`src/rtl/rpfe_pkg.sv`:
```
package rpfe_pkg;

    localparam int PADDR_W = 5;
    localparam int PDATA_W = 32;

    localparam logic [3:0] MODE_PASS     = 4'd0;
    localparam logic [3:0] MODE_BRIGHTEN = 4'd1;
    localparam logic [3:0] MODE_DARKEN   = 4'd2;
    localparam logic [3:0] MODE_CON_UP   = 4'd3;
    localparam logic [3:0] MODE_CON_DOWN = 4'd4;
    localparam logic [3:0] MODE_INVERT   = 4'd5;
    localparam logic [3:0] MODE_COLORIZE = 4'd6;
    localparam logic [3:0] MODE_GRAY     = 4'd7;
    localparam logic [3:0] MODE_SEPIA    = 4'd8;

    localparam logic [2:0] REG_MODE         = 3'd0;
    localparam logic [2:0] REG_AMOUNT       = 3'd1;
    localparam logic [2:0] REG_OFFSET_RED   = 3'd2;
    localparam logic [2:0] REG_OFFSET_GREEN = 3'd3;
    localparam logic [2:0] REG_OFFSET_BLUE  = 3'd4;

    localparam logic [7:0] SEPIA_RED   = 8'd100;
    localparam logic [7:0] SEPIA_GREEN = 8'd50;
    localparam logic [7:0] SEPIA_BLUE  = 8'd0;

    typedef struct packed {
        logic [7:0] red_in;
        logic [7:0] green_in;
        logic [7:0] blue_in;
    } pixel_t;

    typedef struct packed {
        logic [7:0] red_out;
        logic [7:0] green_out;
        logic [7:0] blue_out;
    } result_t;

    typedef struct packed {
        logic [3:0]        effect_mode;
        logic signed [8:0] amount;
        logic signed [8:0] offset_red;
        logic signed [8:0] offset_green;
        logic signed [8:0] offset_blue;
    } cfg_t;

endpackage

```
`src/rtl/rpfe_regs.sv`:
```
module rpfe_regs (
    input  logic                         clk,
    input  logic                         rst_n,
    input  logic                         psel,
    input  logic                         penable,
    input  logic                         pwrite,
    input  logic [rpfe_pkg::PADDR_W-1:0] paddr,
    input  logic [rpfe_pkg::PDATA_W-1:0] pwdata,
    output logic [rpfe_pkg::PDATA_W-1:0] prdata,
    output logic                         pready,
    output rpfe_pkg::cfg_t               cfg
);
    import rpfe_pkg::*;

    logic [3:0]        mode_reg;
    logic signed [8:0] amount_reg;
    logic signed [8:0] off_red_reg;
    logic signed [8:0] off_green_reg;
    logic signed [8:0] off_blue_reg;
    logic [2:0]        index;
    logic              wr_en;

    assign index  = paddr[PADDR_W-1:2];
    assign wr_en  = psel && penable && pwrite;
    assign pready = 1'b1;

    always_ff @(posedge clk or negedge rst_n)
    begin
        if (!rst_n)
        begin
            mode_reg      <= MODE_PASS;
            amount_reg    <= '0;
            off_red_reg   <= '0;
            off_green_reg <= '0;
            off_blue_reg  <= '0;
        end
        else if (wr_en)
        begin
            case (index)
                REG_MODE:         mode_reg      <= pwdata[3:0];
                REG_AMOUNT:       amount_reg    <= signed'(pwdata[8:0]);
                REG_OFFSET_RED:   off_red_reg   <= signed'(pwdata[8:0]);
                REG_OFFSET_GREEN: off_green_reg <= signed'(pwdata[8:0]);
                REG_OFFSET_BLUE:  off_blue_reg  <= signed'(pwdata[8:0]);
                default:          ;
            endcase
        end
    end

    always_comb
    begin
        case (index)
            REG_MODE:         prdata = {{(PDATA_W-4){1'b0}}, mode_reg};
            REG_AMOUNT:       prdata = {{(PDATA_W-9){amount_reg[8]}}, amount_reg};
            REG_OFFSET_RED:   prdata = {{(PDATA_W-9){off_red_reg[8]}}, off_red_reg};
            REG_OFFSET_GREEN: prdata = {{(PDATA_W-9){off_green_reg[8]}}, off_green_reg};
            REG_OFFSET_BLUE:  prdata = {{(PDATA_W-9){off_blue_reg[8]}}, off_blue_reg};
            default:          prdata = '0;
        endcase
    end

    assign cfg.effect_mode  = mode_reg;
    assign cfg.amount       = amount_reg;
    assign cfg.offset_red   = off_red_reg;
    assign cfg.offset_green = off_green_reg;
    assign cfg.offset_blue  = off_blue_reg;

endmodule

```
`src/rtl/rpfe_channel.sv`:
```
module rpfe_channel (
    input  logic [7:0]        value,
    input  logic [3:0]        effect_mode,
    input  logic signed [8:0] amount,
    input  logic signed [8:0] offset,
    input  logic [7:0]        gray,
    input  logic [7:0]        tone,
    output logic [7:0]        res
);
    import rpfe_pkg::*;

    localparam logic signed [10:0] MID = 11'sd128;

    function automatic logic [7:0] clamp8(input logic signed [10:0] x);
        logic [7:0] r;
        if (x < 11'sd0)
            r = 8'd0;
        else if (x > 11'sd255)
            r = 8'd255;
        else
            r = x[7:0];
        return r;
    endfunction

    logic signed [10:0] v_s;
    logic signed [10:0] amt_s;
    logic signed [10:0] off_s;
    logic signed [10:0] t_add;
    logic signed [10:0] t_sub;
    logic signed [10:0] t_off;
    logic signed [10:0] t_tone;
    logic signed [10:0] up_t;
    logic signed [10:0] down_t;
    logic               low;

    assign v_s    = signed'({3'b000, value});
    assign amt_s  = {{2{amount[8]}}, amount};
    assign off_s  = {{2{offset[8]}}, offset};
    assign t_add  = v_s + amt_s;
    assign t_sub  = v_s - amt_s;
    assign t_off  = v_s + off_s;
    assign t_tone = signed'({3'b000, gray}) + signed'({3'b000, tone});
    assign low    = (value < 8'd128);

    always_comb
    begin
        if (low)
        begin
            up_t   = (t_sub > MID) ? MID : t_sub;
            down_t = (t_add > MID) ? MID : t_add;
        end
        else
        begin
            up_t   = (t_add < MID) ? MID : t_add;
            down_t = (t_sub < MID) ? MID : t_sub;
        end
    end

    always_comb
    begin
        case (effect_mode)
            MODE_BRIGHTEN: res = clamp8(t_add);
            MODE_DARKEN:   res = clamp8(t_sub);
            MODE_CON_UP:   res = clamp8(up_t);
            MODE_CON_DOWN: res = clamp8(down_t);
            MODE_INVERT:   res = ~value;
            MODE_COLORIZE: res = clamp8(t_off);
            MODE_GRAY:     res = gray;
            MODE_SEPIA:    res = clamp8(t_tone);
            default:       res = value;
        endcase
    end

endmodule

```
`src/rtl/rpfe_effect.sv`:
```
module rpfe_effect (
    input  rpfe_pkg::cfg_t    cfg,
    input  rpfe_pkg::pixel_t  pix,
    output rpfe_pkg::result_t res
);
    import rpfe_pkg::*;

    // (sum * 683) >> 11 equals sum / 3 for every sum up to 765
    localparam logic [19:0] GRAY_RECIP = 20'd683;
    localparam int          GRAY_SHIFT = 11;

    logic [9:0]  sum;
    logic [19:0] prod;
    logic [7:0]  gray;

    assign sum  = {2'b00, pix.red_in} + {2'b00, pix.green_in} + {2'b00, pix.blue_in};
    assign prod = {10'd0, sum} * GRAY_RECIP;
    assign gray = prod[GRAY_SHIFT+7:GRAY_SHIFT];

    rpfe_channel u_red (
        .value       (pix.red_in),
        .effect_mode (cfg.effect_mode),
        .amount      (cfg.amount),
        .offset      (cfg.offset_red),
        .gray        (gray),
        .tone        (SEPIA_RED),
        .res         (res.red_out)
    );

    rpfe_channel u_green (
        .value       (pix.green_in),
        .effect_mode (cfg.effect_mode),
        .amount      (cfg.amount),
        .offset      (cfg.offset_green),
        .gray        (gray),
        .tone        (SEPIA_GREEN),
        .res         (res.green_out)
    );

    rpfe_channel u_blue (
        .value       (pix.blue_in),
        .effect_mode (cfg.effect_mode),
        .amount      (cfg.amount),
        .offset      (cfg.offset_blue),
        .gray        (gray),
        .tone        (SEPIA_BLUE),
        .res         (res.blue_out)
    );

endmodule

```
`src/rtl/rgb_point_effect_engine.sv`:
```
// Point effect on an RGB pixel stream: pass, brighten, darken, contrast up/down, invert,
// colorize, gray and sepia, chosen by the effect_mode register. One pixel is taken every
// clock while pixel_ready is high; the pixel moves from the input register into the result
// register with the effect logic between the two, and its result is on the result port
// from the result register. Both registers hold under back-pressure, so up to two items
// are held while the result side stalls. Write the registers only while no item is in
// flight.
module rgb_point_effect_engine (
    input  logic                         clk,
    input  logic                         rst_n,
    input  logic                         psel,
    input  logic                         penable,
    input  logic                         pwrite,
    input  logic [rpfe_pkg::PADDR_W-1:0] paddr,
    input  logic [rpfe_pkg::PDATA_W-1:0] pwdata,
    output logic [rpfe_pkg::PDATA_W-1:0] prdata,
    output logic                         pready,
    input  logic                         pixel_valid,
    output logic                         pixel_ready,
    input  rpfe_pkg::pixel_t             pixel,
    output logic                         result_valid,
    input  logic                         result_ready,
    output rpfe_pkg::result_t            result
);
    import rpfe_pkg::*;

    cfg_t    cfg;
    pixel_t  pix_reg;
    pixel_t  pix_next;
    result_t res_reg;
    result_t res_next;
    result_t eff;
    logic    s1_valid_reg;
    logic    s1_valid_next;
    logic    s2_valid_reg;
    logic    s2_valid_next;
    logic    s2_ready;

    rpfe_regs u_regs (
        .clk     (clk),
        .rst_n   (rst_n),
        .psel    (psel),
        .penable (penable),
        .pwrite  (pwrite),
        .paddr   (paddr),
        .pwdata  (pwdata),
        .prdata  (prdata),
        .pready  (pready),
        .cfg     (cfg)
    );

    rpfe_effect u_effect (
        .cfg (cfg),
        .pix (pix_reg),
        .res (eff)
    );

    assign s2_ready    = !s2_valid_reg || result_ready;
    assign pixel_ready = !s1_valid_reg || s2_ready;

    always_comb
    begin
        s1_valid_next = pixel_ready ? pixel_valid : s1_valid_reg;
        s2_valid_next = s2_ready ? s1_valid_reg : s2_valid_reg;
        pix_next      = (pixel_valid && pixel_ready) ? pixel : pix_reg;
        res_next      = (s1_valid_reg && s2_ready) ? eff : res_reg;
    end

    always_ff @(posedge clk or negedge rst_n)
    begin
        if (!rst_n)
        begin
            s1_valid_reg <= 1'b0;
            s2_valid_reg <= 1'b0;
        end
        else
        begin
            s1_valid_reg <= s1_valid_next;
            s2_valid_reg <= s2_valid_next;
        end
    end

    always_ff @(posedge clk)
    begin
        pix_reg <= pix_next;
        res_reg <= res_next;
    end

    assign result_valid = s2_valid_reg;
    assign result       = res_reg;

    a_full_when_blocked: assert property (@(posedge clk) disable iff (!rst_n)
        !pixel_ready |-> s1_valid_reg && s2_valid_reg)
        else $error("input blocked while a stage is empty");

    a_advance: assert property (@(posedge clk) disable iff (!rst_n)
        s1_valid_reg && s2_ready |=> s2_valid_reg)
        else $error("item lost between input and result register");

    a_gray_equal: assert property (@(posedge clk) disable iff (!rst_n)
        cfg.effect_mode == MODE_GRAY |->
            eff.red_out == eff.green_out && eff.green_out == eff.blue_out)
        else $error("gray channels differ");

    a_invert: assert property (@(posedge clk) disable iff (!rst_n)
        cfg.effect_mode == MODE_INVERT |->
            eff.red_out == ~pix_reg.red_in && eff.blue_out == ~pix_reg.blue_in)
        else $error("invert mismatch");

endmodule
```
`config.mk`:
```
export PLATFORM = sky130hd
export DESIGN_NAME = rgb_point_effect_engine
export DESIGN_NICKNAME = d
export VERILOG_FILES = /design/src/rtl/rpfe_pkg.sv /design/src/rtl/rpfe_regs.sv /design/src/rtl/rpfe_channel.sv /design/src/rtl/rpfe_effect.sv /design/src/rtl/rgb_point_effect_engine.sv
export SDC_FILE = /design/constraint.sdc
export NUM_CORES = 1
export LEC_CHECK = 0
export CELL_PAD_IN_SITES_DETAIL_PLACEMENT = 0
export CELL_PAD_IN_SITES_GLOBAL_PLACEMENT = 1
export CORE_ASPECT_RATIO = 0.6
export CORE_MARGIN = 2
export CORE_UTILIZATION = 50
export CTS_BUF_LIST = sky130_fd_sc_hd__clkbuf_4 sky130_fd_sc_hd__clkbuf_8
export CTS_CLUSTER_DIAMETER = 200
export DETAILED_ROUTE_END_ITERATION = 6
export DONT_BUFFER_PORTS = 1
export PLACE_DENSITY = 0.83
export SKIP_CTS_REPAIR_TIMING = 1
export SLEW_MARGIN = 10
export SYNTH_ARGS = -nofsm -noshare
export SYNTH_HDL_FRONTEND = slang
export SYNTH_HIERARCHICAL = 1
export SYNTH_SLANG_ARGS = --single-unit
export TNS_END_PERCENT = 100
```
`constraint.sdc`:
```
create_clock -name clk -period 17.9 [get_ports clk]
set_input_delay 1.79 -clock clk [delete_from_list [all_inputs] [get_ports clk]]
set_output_delay 1.79 -clock clk [all_outputs]
set_load 0.1 [all_outputs]
```
==> impl_metrics.py, run 1 <==
metrics = {
    "run_status": {
        "status": "finished clean",
    },
    "cts": {
        "root_buffer": "clkbuf_8",
        "cts_buffers": 9,
        "htree_levels": 3,
        "clk_latency_ns": 0.44,
        "cts_buffer_depth": 2,
        "cts_tree": "yes",
        "path_clk_slew_ns": 0.12,
        "clock-sinks": 90,
    },
    "routing": {
        "ant_nets": 0,
        "drtIter0Drc": 1671,
        "drt-pass1-iter-count": 6,
        "drc": 0,
        "wirelength_mm": 48.9,
        "viasPerCell": 6.62,
        "wire_per_inst_um": 24.3,
        "vias": 13324,
    },
    "timing": {
        "worstMarginPinSlew_ns": 1.19,
        "finalSetupViolCount": 0,
        "finalHoldViolations": 0,
        "slew_viol_final": 0,
        "layout_min_cycle_time_ns": 10.30,
        "maxSlewHeadroom": 0.188,
        "fin_hold_ws_ns": 0.564,
        "rsz0062_at_grt": "false",
        "finalSetupTns_ns": 0,
        "fin_skew_ns": 0.0228,
        "fmax_mhz": 97.1,
        "fin_ws_ns": 7.60,
        "fin_crit_sh": 0.575,
    },
    "global_route": {
        "grtUsageTotal": 0.332,
        "overflow": 0,
        "grt_max_degree": 67,
        "antenna_found_initial": 1,
        "grt_pass1_wl_mm": 73.5,
        "grt_pass1_vias": 12051,
    },
    "floorplan": {
        "core_um2": 27600,
        "die_w_um": 221,
        "dieArea_um2": 29500,
        "pin_count": 127,
        "fp.dieH_um": 134,
        "initial_core_util": 0.509,
        "rows": 47,
    },
    "synth": {
        "synth.area.top_cells": "ha_1 15%, edfxtp_1 10%, dfrtp_1 7.5%",
        "yosysMostFrequentCell": "ha_1",
        "yosys_warnings": 6,
        "ys_types": 119,
        "synthTopCellsByCount": "164 x ha_1, 143 x o21ai_0, 141 x nor2_1",
        "synth_edf_count": 48,
        "ys_seq_elements": 90,
        "yosysTopAreaCellShare": 0.146,
        "ys_seq_area_frac": 0.177,
        "postSynthAreaPerCell_um2": 8.49,
        "yosysTopAreaCell": "ha_1",
        "synth-async-reset-ratio": 0.467,
        "synth_area_um2": 14100,
        "postSynthCellCount": 1657,
        "yosys_most_used_dff": "edfxtp_1",
    },
    "setup_path": {
        "path_buf_inv": 4,
        "worstSetupPathType": "register to register",
        "cp-end-kind": "register",
        "start_kind": "register",
        "worstPathMaxFanout": 9,
        "required_ns": 18.07,
        "crit_path_top_delay_cell": "a21boi_0",
        "cp.arrival_ns": 10.47,
        "max_stage_delay_ns": 0.92,
        "path_delay_family": "adder cells",
    },
    "finish": {
        "fin_nets": 1915,
        "layoutNonFillerInstCount": 2013,
        "drive_above_1_share": 0.101,
        "syn2layout_area_growth_pct": 4.07,
        "diodes": 0,
    },
    "placed_design": {
        "hpwl_mm": 38.0,
        "dpl.cell_count": 1997,
        "io_buffers": 0,
        "place_congestion": 1.01,
        "place_ws_ns": 7.79,
    },
    "worst_hold_path": {
        "hold_class": "register to register",
    },
    "job": {
        "maxCapViolCount": 0,
    },
}
-- routing by layer --
layer  wire length [um]  GRT usage
met1              23400      0.515
met2              18500      0.433
met3               6250      0.122
met4                716     0.0596
met5                  0          0
-- stage by stage --
stage               utilization  instance area, um^2
finish                    0.530                14600
floorplan                     -                14200
global route              0.530                14600
CTS                       0.530                14600
detailed placement        0.522                14400
global placement          0.522                14400
-- worst reg2reg max path, delay by kind of cell (launching register included) --
kind / cells / cell delay [ns]
flip-flops: 1 / 0.68
buffers and inverters: 4 / 0.31
AND/OR/NAND/NOR: 6 / 0.99
AO/OA/AOI/OAI: 12 / 3.72
adder cells (fa/ha/maj): 10 / 4.09
XOR/XNOR: 1 / 0.25
-- cells by family (layout without fill, tap and decap cells) --
family	after synthesis	in the layout	synth area share
DFF	90	90	0.177
buffers and inverters	189	153	0.0639
and+or+nand+nor	487	487	0.188
other	3	28	0.000801
AOI/OAI and AO/OA	548	548	0.269
muxes	54	54	0.0447
xor gates and xnor gates	80	80	0.0509
adders and majority gates	206	206	0.206
-- cell usage in the layout, fill, tap and decap left out, types with 9 or more instances in the layout --
cell,n
a211o_1,10
a211oi_1,29
a21o_1,18
a21oi_1,103
a22oi_1,12
a31oi_1,16
and2_1,12
and3_1,29
buf_4,27
clkbuf_8,9
conb_1,28
dfrtp_1,40
edfxtp_1,48
fa_1,42
ha_1,164
inv_1,106
mux2_2,34
mux2_4,9
mux2i_1,11
nand2_1,63
nand2b_1,35
nand3_1,32
nand4_1,16
nor2_1,141
nor2b_1,29
nor3_1,39
nor3b_1,13
o2111ai_1,13
o211ai_1,19
o21a_1,18
o21ai_0,143
o21ai_1,9
o21bai_1,17
o32a_1,12
or3_1,10
xnor2_1,53
xor2_1,25
-- layout make-up --
cell class / instances / area, um^2
fillers: 2642 / 13000
inverters: 108 / 405
clock buffers: 9 / 124
well taps: 367 / 459
flip-flops and latches: 90 / 2490
repair buffers: 29 / 243
multi-input cells: 1403 / 10800
clock inverters: 7 / 81.3
-- worst paths after layout --
kind | startpoint | to | slack, ns | cells past startpoint
min | s1_valid_reg$_DFFE_PN0P_ | result_valid$_DFFE_PN0P_ | 0.56 | 1
max reg2reg | pix_reg[9]$_DFFE_PP_ | result[19]$_DFFE_PP_ | 7.60 | 33
min reg2reg | s1_valid_reg$_DFFE_PN0P_ | result_valid$_DFFE_PN0P_ | 0.56 | 1
max | pix_reg[9]$_DFFE_PP_ | result[19]$_DFFE_PP_ | 7.60 | 33
min in group asynchronous | rst_n | u_regs/mode_reg[0]$_DFFE_PN0P_ | 1.03 | 0
max in group asynchronous | rst_n | u_regs/off_red_reg[2]$_DFFE_PN0P_ | 16.77 | 0
Power of run 1 is not shown: default switching activity piles up to over one toggle a cycle in this logic, so the estimate is an artifact.
==> run 2: changes to the inputs <==
Clock period 17.9 ns to 9.8 ns, I/O delays scaled along.
==> run 2 against run 1 <==
  * Maximum frequency is 11% higher
  * Via count is 2.3% higher
  * Global-route usage increased by 0.21 points
  * Worst setup slack got worse by 7.1 ns
  * Core utilization rose by 0.46 points
  * Die area stayed put
  * Sequential share of layout area decreased by 0.15 points
  * Cell area rose by 0.87%
  * Sequential cell count is the same
  * Clock skew down 0.0022 ns
==> impl_metrics.py, run 2 (synthesized netlist as in run 1, its figures left out) <==
metrics = {
    "cts": {
        "clock-sinks": 90,
        "cts_buffers": 9,
        "cts_buffer_depth": 2,
        "htree_levels": 3,
        "cts_tree": "yes",
        "path_clk_slew_ns": 0.13,
        "root_buffer": "clkbuf_8",
        "clk_latency_ns": 0.43,
    },
    "timing": {
        "fin_crit_sh": 0.946,
        "finalSetupTns_ns": 0,
        "fmax_mhz": 108,
        "maxSlewHeadroom": 0.263,
        "finalHoldViolations": 0,
        "layout_min_cycle_time_ns": 9.28,
        "fin_skew_ns": 0.0207,
        "worstMarginPinSlew_ns": 1.08,
        "slew_viol_final": 0,
        "finalSetupViolCount": 0,
        "rsz0062_at_grt": "false",
    },
    "routing": {
        "drc": 0,
        "wirelength_mm": 49.4,
        "ant_nets": 0,
        "wire_per_inst_um": 24.3,
        "viasPerCell": 6.71,
        "drtIter0Drc": 1764,
        "drt-pass1-iter-count": 6,
        "vias": 13630,
    },
    "finish": {
        "final_common_cell": "ha_1",
        "fin_nets": 1933,
        "syn2layout_area_growth_pct": 4.98,
        "most-common-layout-cells": "164 x ha_1, 143 x o21ai_0, 141 x nor2_1",
        "drive_above_1_share": 0.110,
    },
    "global_route": {
        "antenna_found_initial": 2,
        "grt_pass1_vias": 12247,
        "overflow": 0,
        "grtUsageTotal": 0.334,
        "grt_pass1_wl_mm": 74.0,
        "grt_max_degree": 62,
    },
    "setup_path": {
        "worstPathMaxFanout": 4,
        "required_ns": 9.97,
        "crit_path_top_delay_cell": "edfxtp_1",
        "max_stage_delay_ns": 0.58,
        "reg2regPathDepth": 33,
        "cp.arrival_ns": 9.45,
        "cp-end-kind": "register",
        "start_kind": "register",
        "worstSetupPathType": "register to register",
    },
    "run_status": {
        "status": "finished clean",
    },
    "floorplan": {
        "rows": 47,
        "initial_core_util": 0.509,
        "fp.dieH_um": 134,
        "dieArea_um2": 29500,
        "core_um2": 27600,
        "die_w_um": 221,
        "pin_count": 127,
    },
    "placed_design": {
        "io_buffers": 0,
        "place_congestion": 1.05,
        "hpwl_mm": 39.5,
    },
    "job": {
        "maxCapViolCount": 0,
    },
    "worst_hold_path": {
        "hold_class": "input pin to async pin",
    },
}
-- run 2: critical path, delay by kind of cell, from the launching register on --
family | cells | cell delay, ns
flip-flops | 1 | 0.58
buffers and inverters | 4 | 0.24
AND/OR/NAND/NOR | 6 | 1.00
AO/OA/AOI/OAI | 12 | 3.00
adder cells (fa/ha/maj) | 10 | 3.97
XOR/XNOR | 1 | 0.25
-- run 2: cell type report --
| class | count | area (um^2) |
|---|---|---|
| antenna | 1 | 2.50 |
| clock buffer | 9 | 124 |
| clock inverter | 7 | 76.3 |
| fill | 2610 | 12900 |
| inverter | 108 | 405 |
| multi-input combinational | 1403 | 10800 |
| sequential | 90 | 2490 |
| tap | 367 | 459 |
| timing repair buffer | 47 | 378 |
-- run 2: worst paths after layout --
check	start	to	slack, ns
worst max-delay path	pix_reg[17]$_DFFE_PP_	result[20]$_DFFE_PP_	0.52
worst min-delay path	rst_n	u_regs/off_red_reg[3]$_DFFE_PN0P_	0.22
worst max register to register	pix_reg[17]$_DFFE_PP_	result[20]$_DFFE_PP_	0.52
worst min register to register	s1_valid_reg$_DFFE_PN0P_	result_valid$_DFFE_PN0P_	0.55
max in group asynchronous	rst_n	u_regs/mode_reg[0]$_DFFE_PN0P_	9.47
min in group clk	s1_valid_reg$_DFFE_PN0P_	result_valid$_DFFE_PN0P_	0.55
-- run 2: metrics by stage --
stage | util | setup WS (ns) | hold WS [ns] | instances | area (um^2)
after floorplan | - | 1.44 | 0.504 | 1682 | 14200
after global placement | 0.527 | 0.868 | 0.529 | 2015 | 14600
after detailed placement | 0.527 | 0.644 | 0.535 | 2015 | 14600
after CTS | 0.534 | 0.598 | 0.200 | 2031 | 14800
after global routing | 0.534 | 0.0245 | 0.194 | 2031 | 14800
final | 0.534 | 0.525 | 0.222 | 2032 | 14800
-- run 2: per-layer routing --
metal | global-route usage | up-vias | share of wire
met5 | 0 | - | 0.00018
met4 | 0.0559 | 2 | 0.013
met3 | 0.101 | 50 | 0.13
met2 | 0.432 | 819 | 0.37
met1 | 0.536 | 6618 | 0.48
li1 | - | 6141 | -
Power of run 2 is left out for the same reason.
==> run 3: changes to the inputs <==
Settings changed: CELL_PAD_IN_SITES_DETAIL_PLACEMENT 0 to not set, CELL_PAD_IN_SITES_GLOBAL_PLACEMENT 1 to not set, PLACE_DENSITY 0.83 to 0.66.
==> run 3 against run 2 <==
  * Sequential share of layout area is 0.11 points higher
  * Critical path depth rose by 1
  * Highest routed layer is now met4
  * Global-route usage shrank 0.83 points
  * Critical endpoint unchanged
  * Register-to-register slack improved by 0.02 ns
  * Die area did not move
  * Via count fell by 1.9%
  * Critical path type unchanged
  * First-iteration DRC count shrank 4.6%
  * Core utilization shrank 0.38 points
==> impl_metrics.py, run 3 (synthesized netlist as in run 1, its figures left out) <==
metrics = {
    "floorplan": {
        "rows": 47,
        "core_um2": 27600,
        "dieArea_um2": 29500,
        "pin_count": 127,
        "die_w_um": 221,
        "fp.dieH_um": 134,
        "initial_core_util": 0.509,
    },
    "global_route": {
        "grt_pass1_vias": 12213,
        "use_met2": 0.432,
        "grt_pass1_wl_mm": 73.2,
        "grt.busiest_layer": "met1",
        "met3_usage": 0.0927,
        "grtUsageTotal": 0.326,
        "grt_max_degree": 62,
        "grt_use_met1": 0.514,
        "antenna_found_initial": 1,
        "overflow": 0,
    },
    "setup_path": {
        "worstSetupPathType": "register to register",
        "cp.arrival_ns": 9.43,
        "start_kind": "register",
        "max_stage_delay_ns": 0.55,
        "cp-end-kind": "register",
        "required_ns": 9.98,
        "crit_path_top_delay_cell": "fa_1",
        "worstPathMaxFanout": 6,
    },
    "finish": {
        "register_area_um2": 2490,
        "syn2layout_area_growth_pct": 4.24,
        "drive_above_1_share": 0.102,
        "final_common_cell": "ha_1",
        "fin_nets": 1918,
        "multi_input_area_um2": 10800,
        "most-common-layout-cells": "164 x ha_1, 143 x o21ai_0, 141 x nor2_1",
        "num-fill-cells": 2651,
        "layoutNonFillerInstCount": 2017,
        "final_area_um2": 14700,
    },
    "cts": {
        "cts_tree": "yes",
        "cts_buffer_depth": 2,
        "clk_latency_ns": 0.44,
        "cts_buffers": 9,
        "root_buffer": "clkbuf_8",
        "htree_levels": 3,
        "clock-sinks": 90,
        "path_clk_slew_ns": 0.13,
    },
    "placed_design": {
        "place_congestion": 0.986,
        "hpwl_mm": 37.5,
        "place_ws_ns": 0.633,
        "dpl.cell_count": 2000,
        "io_buffers": 0,
        "dpl_cell_area_um2": 14400,
    },
    "timing": {
        "slew_viol_final": 0,
        "rsz0062_at_grt": "false",
        "finalSetupTns_ns": 0,
        "fin_crit_sh": 0.944,
        "maxSlewHeadroom": 0.114,
        "fin_ws_ns": 0.546,
        "finalSetupViolCount": 0,
        "fmax_mhz": 108,
        "finalHoldViolations": 0,
        "layout_min_cycle_time_ns": 9.25,
        "worstMarginPinSlew_ns": 1.31,
        "fin_skew_ns": 0.0214,
    },
    "routing": {
        "viasPerCell": 6.63,
        "wire_per_inst_um": 23.8,
        "ant_nets": 0,
        "drt-pass1-iter-count": 6,
        "drtIter0Drc": 1682,
        "drc": 0,
        "wirelength_mm": 47.9,
        "vias": 13368,
    },
    "worst_hold_path": {
        "hold_class": "input pin to async pin",
    },
    "job": {
        "maxCapViolCount": 0,
    },
    "run_status": {
        "status": "finished clean",
    },
}
==> run 3: metal layers <==
layer / vias up / part of all wire
li1: 6125 / -
met1: 6491 / 0.48
met2: 699 / 0.39
met3: 53 / 0.12
met4: 0 / 0.016
met5: - / 0
==> run 3: area by class of cell <==
type	instances	share of cell area
diodes	1	0.000171
clock buffers	9	0.00845
clock inverters	7	0.00555
inverters	108	0.0277
multi-input cells	1403	0.739
flip-flops and latches	90	0.170
well taps	367	0.0313
repair buffers	32	0.0181
==> run 3: worst max-delay path, delay by kind of cell, from the launching register on <==
family	cells	cell delay (ns)
adders and majority gates	10	3.98
and+or+nand+nor	6	0.98
DFF	1	0.50
AOI/OAI and AO/OA	12	2.80
xor gates and xnor gates	1	0.25
buffers and inverters	5	0.46
==> run 3: path summary, 6_finish.rpt <==
path / from / end / slack [ns] / cells past startpoint
setup / recovery: pix_reg[1]$_DFFE_PP_ / result[20]$_DFFE_PP_ / 0.55 / 34
hold / removal: rst_n / u_regs/amount_reg[3]$_DFFE_PN0P_ / 0.21 / 0
setup reg to reg: pix_reg[1]$_DFFE_PP_ / result[20]$_DFFE_PP_ / 0.55 / 34
hold reg to reg: s1_valid_reg$_DFFE_PN0P_ / result_valid$_DFFE_PN0P_ / 0.57 / 1
max in group asynchronous: rst_n / u_regs/off_red_reg[2]$_DFFE_PN0P_ / 9.48 / 0
min in group clk: s1_valid_reg$_DFFE_PN0P_ / result_valid$_DFFE_PN0P_ / 0.57 / 1
==> run 3: stage by stage <==
stage,utilization,hold WS [ns]
after detailed placement,0.523,0.537
after global routing,0.530,0.182
after global placement,0.523,0.520
after CTS,0.530,0.172
final,0.530,0.208
after floorplan,-,0.504
Power of run 3 is left out for the same reason.
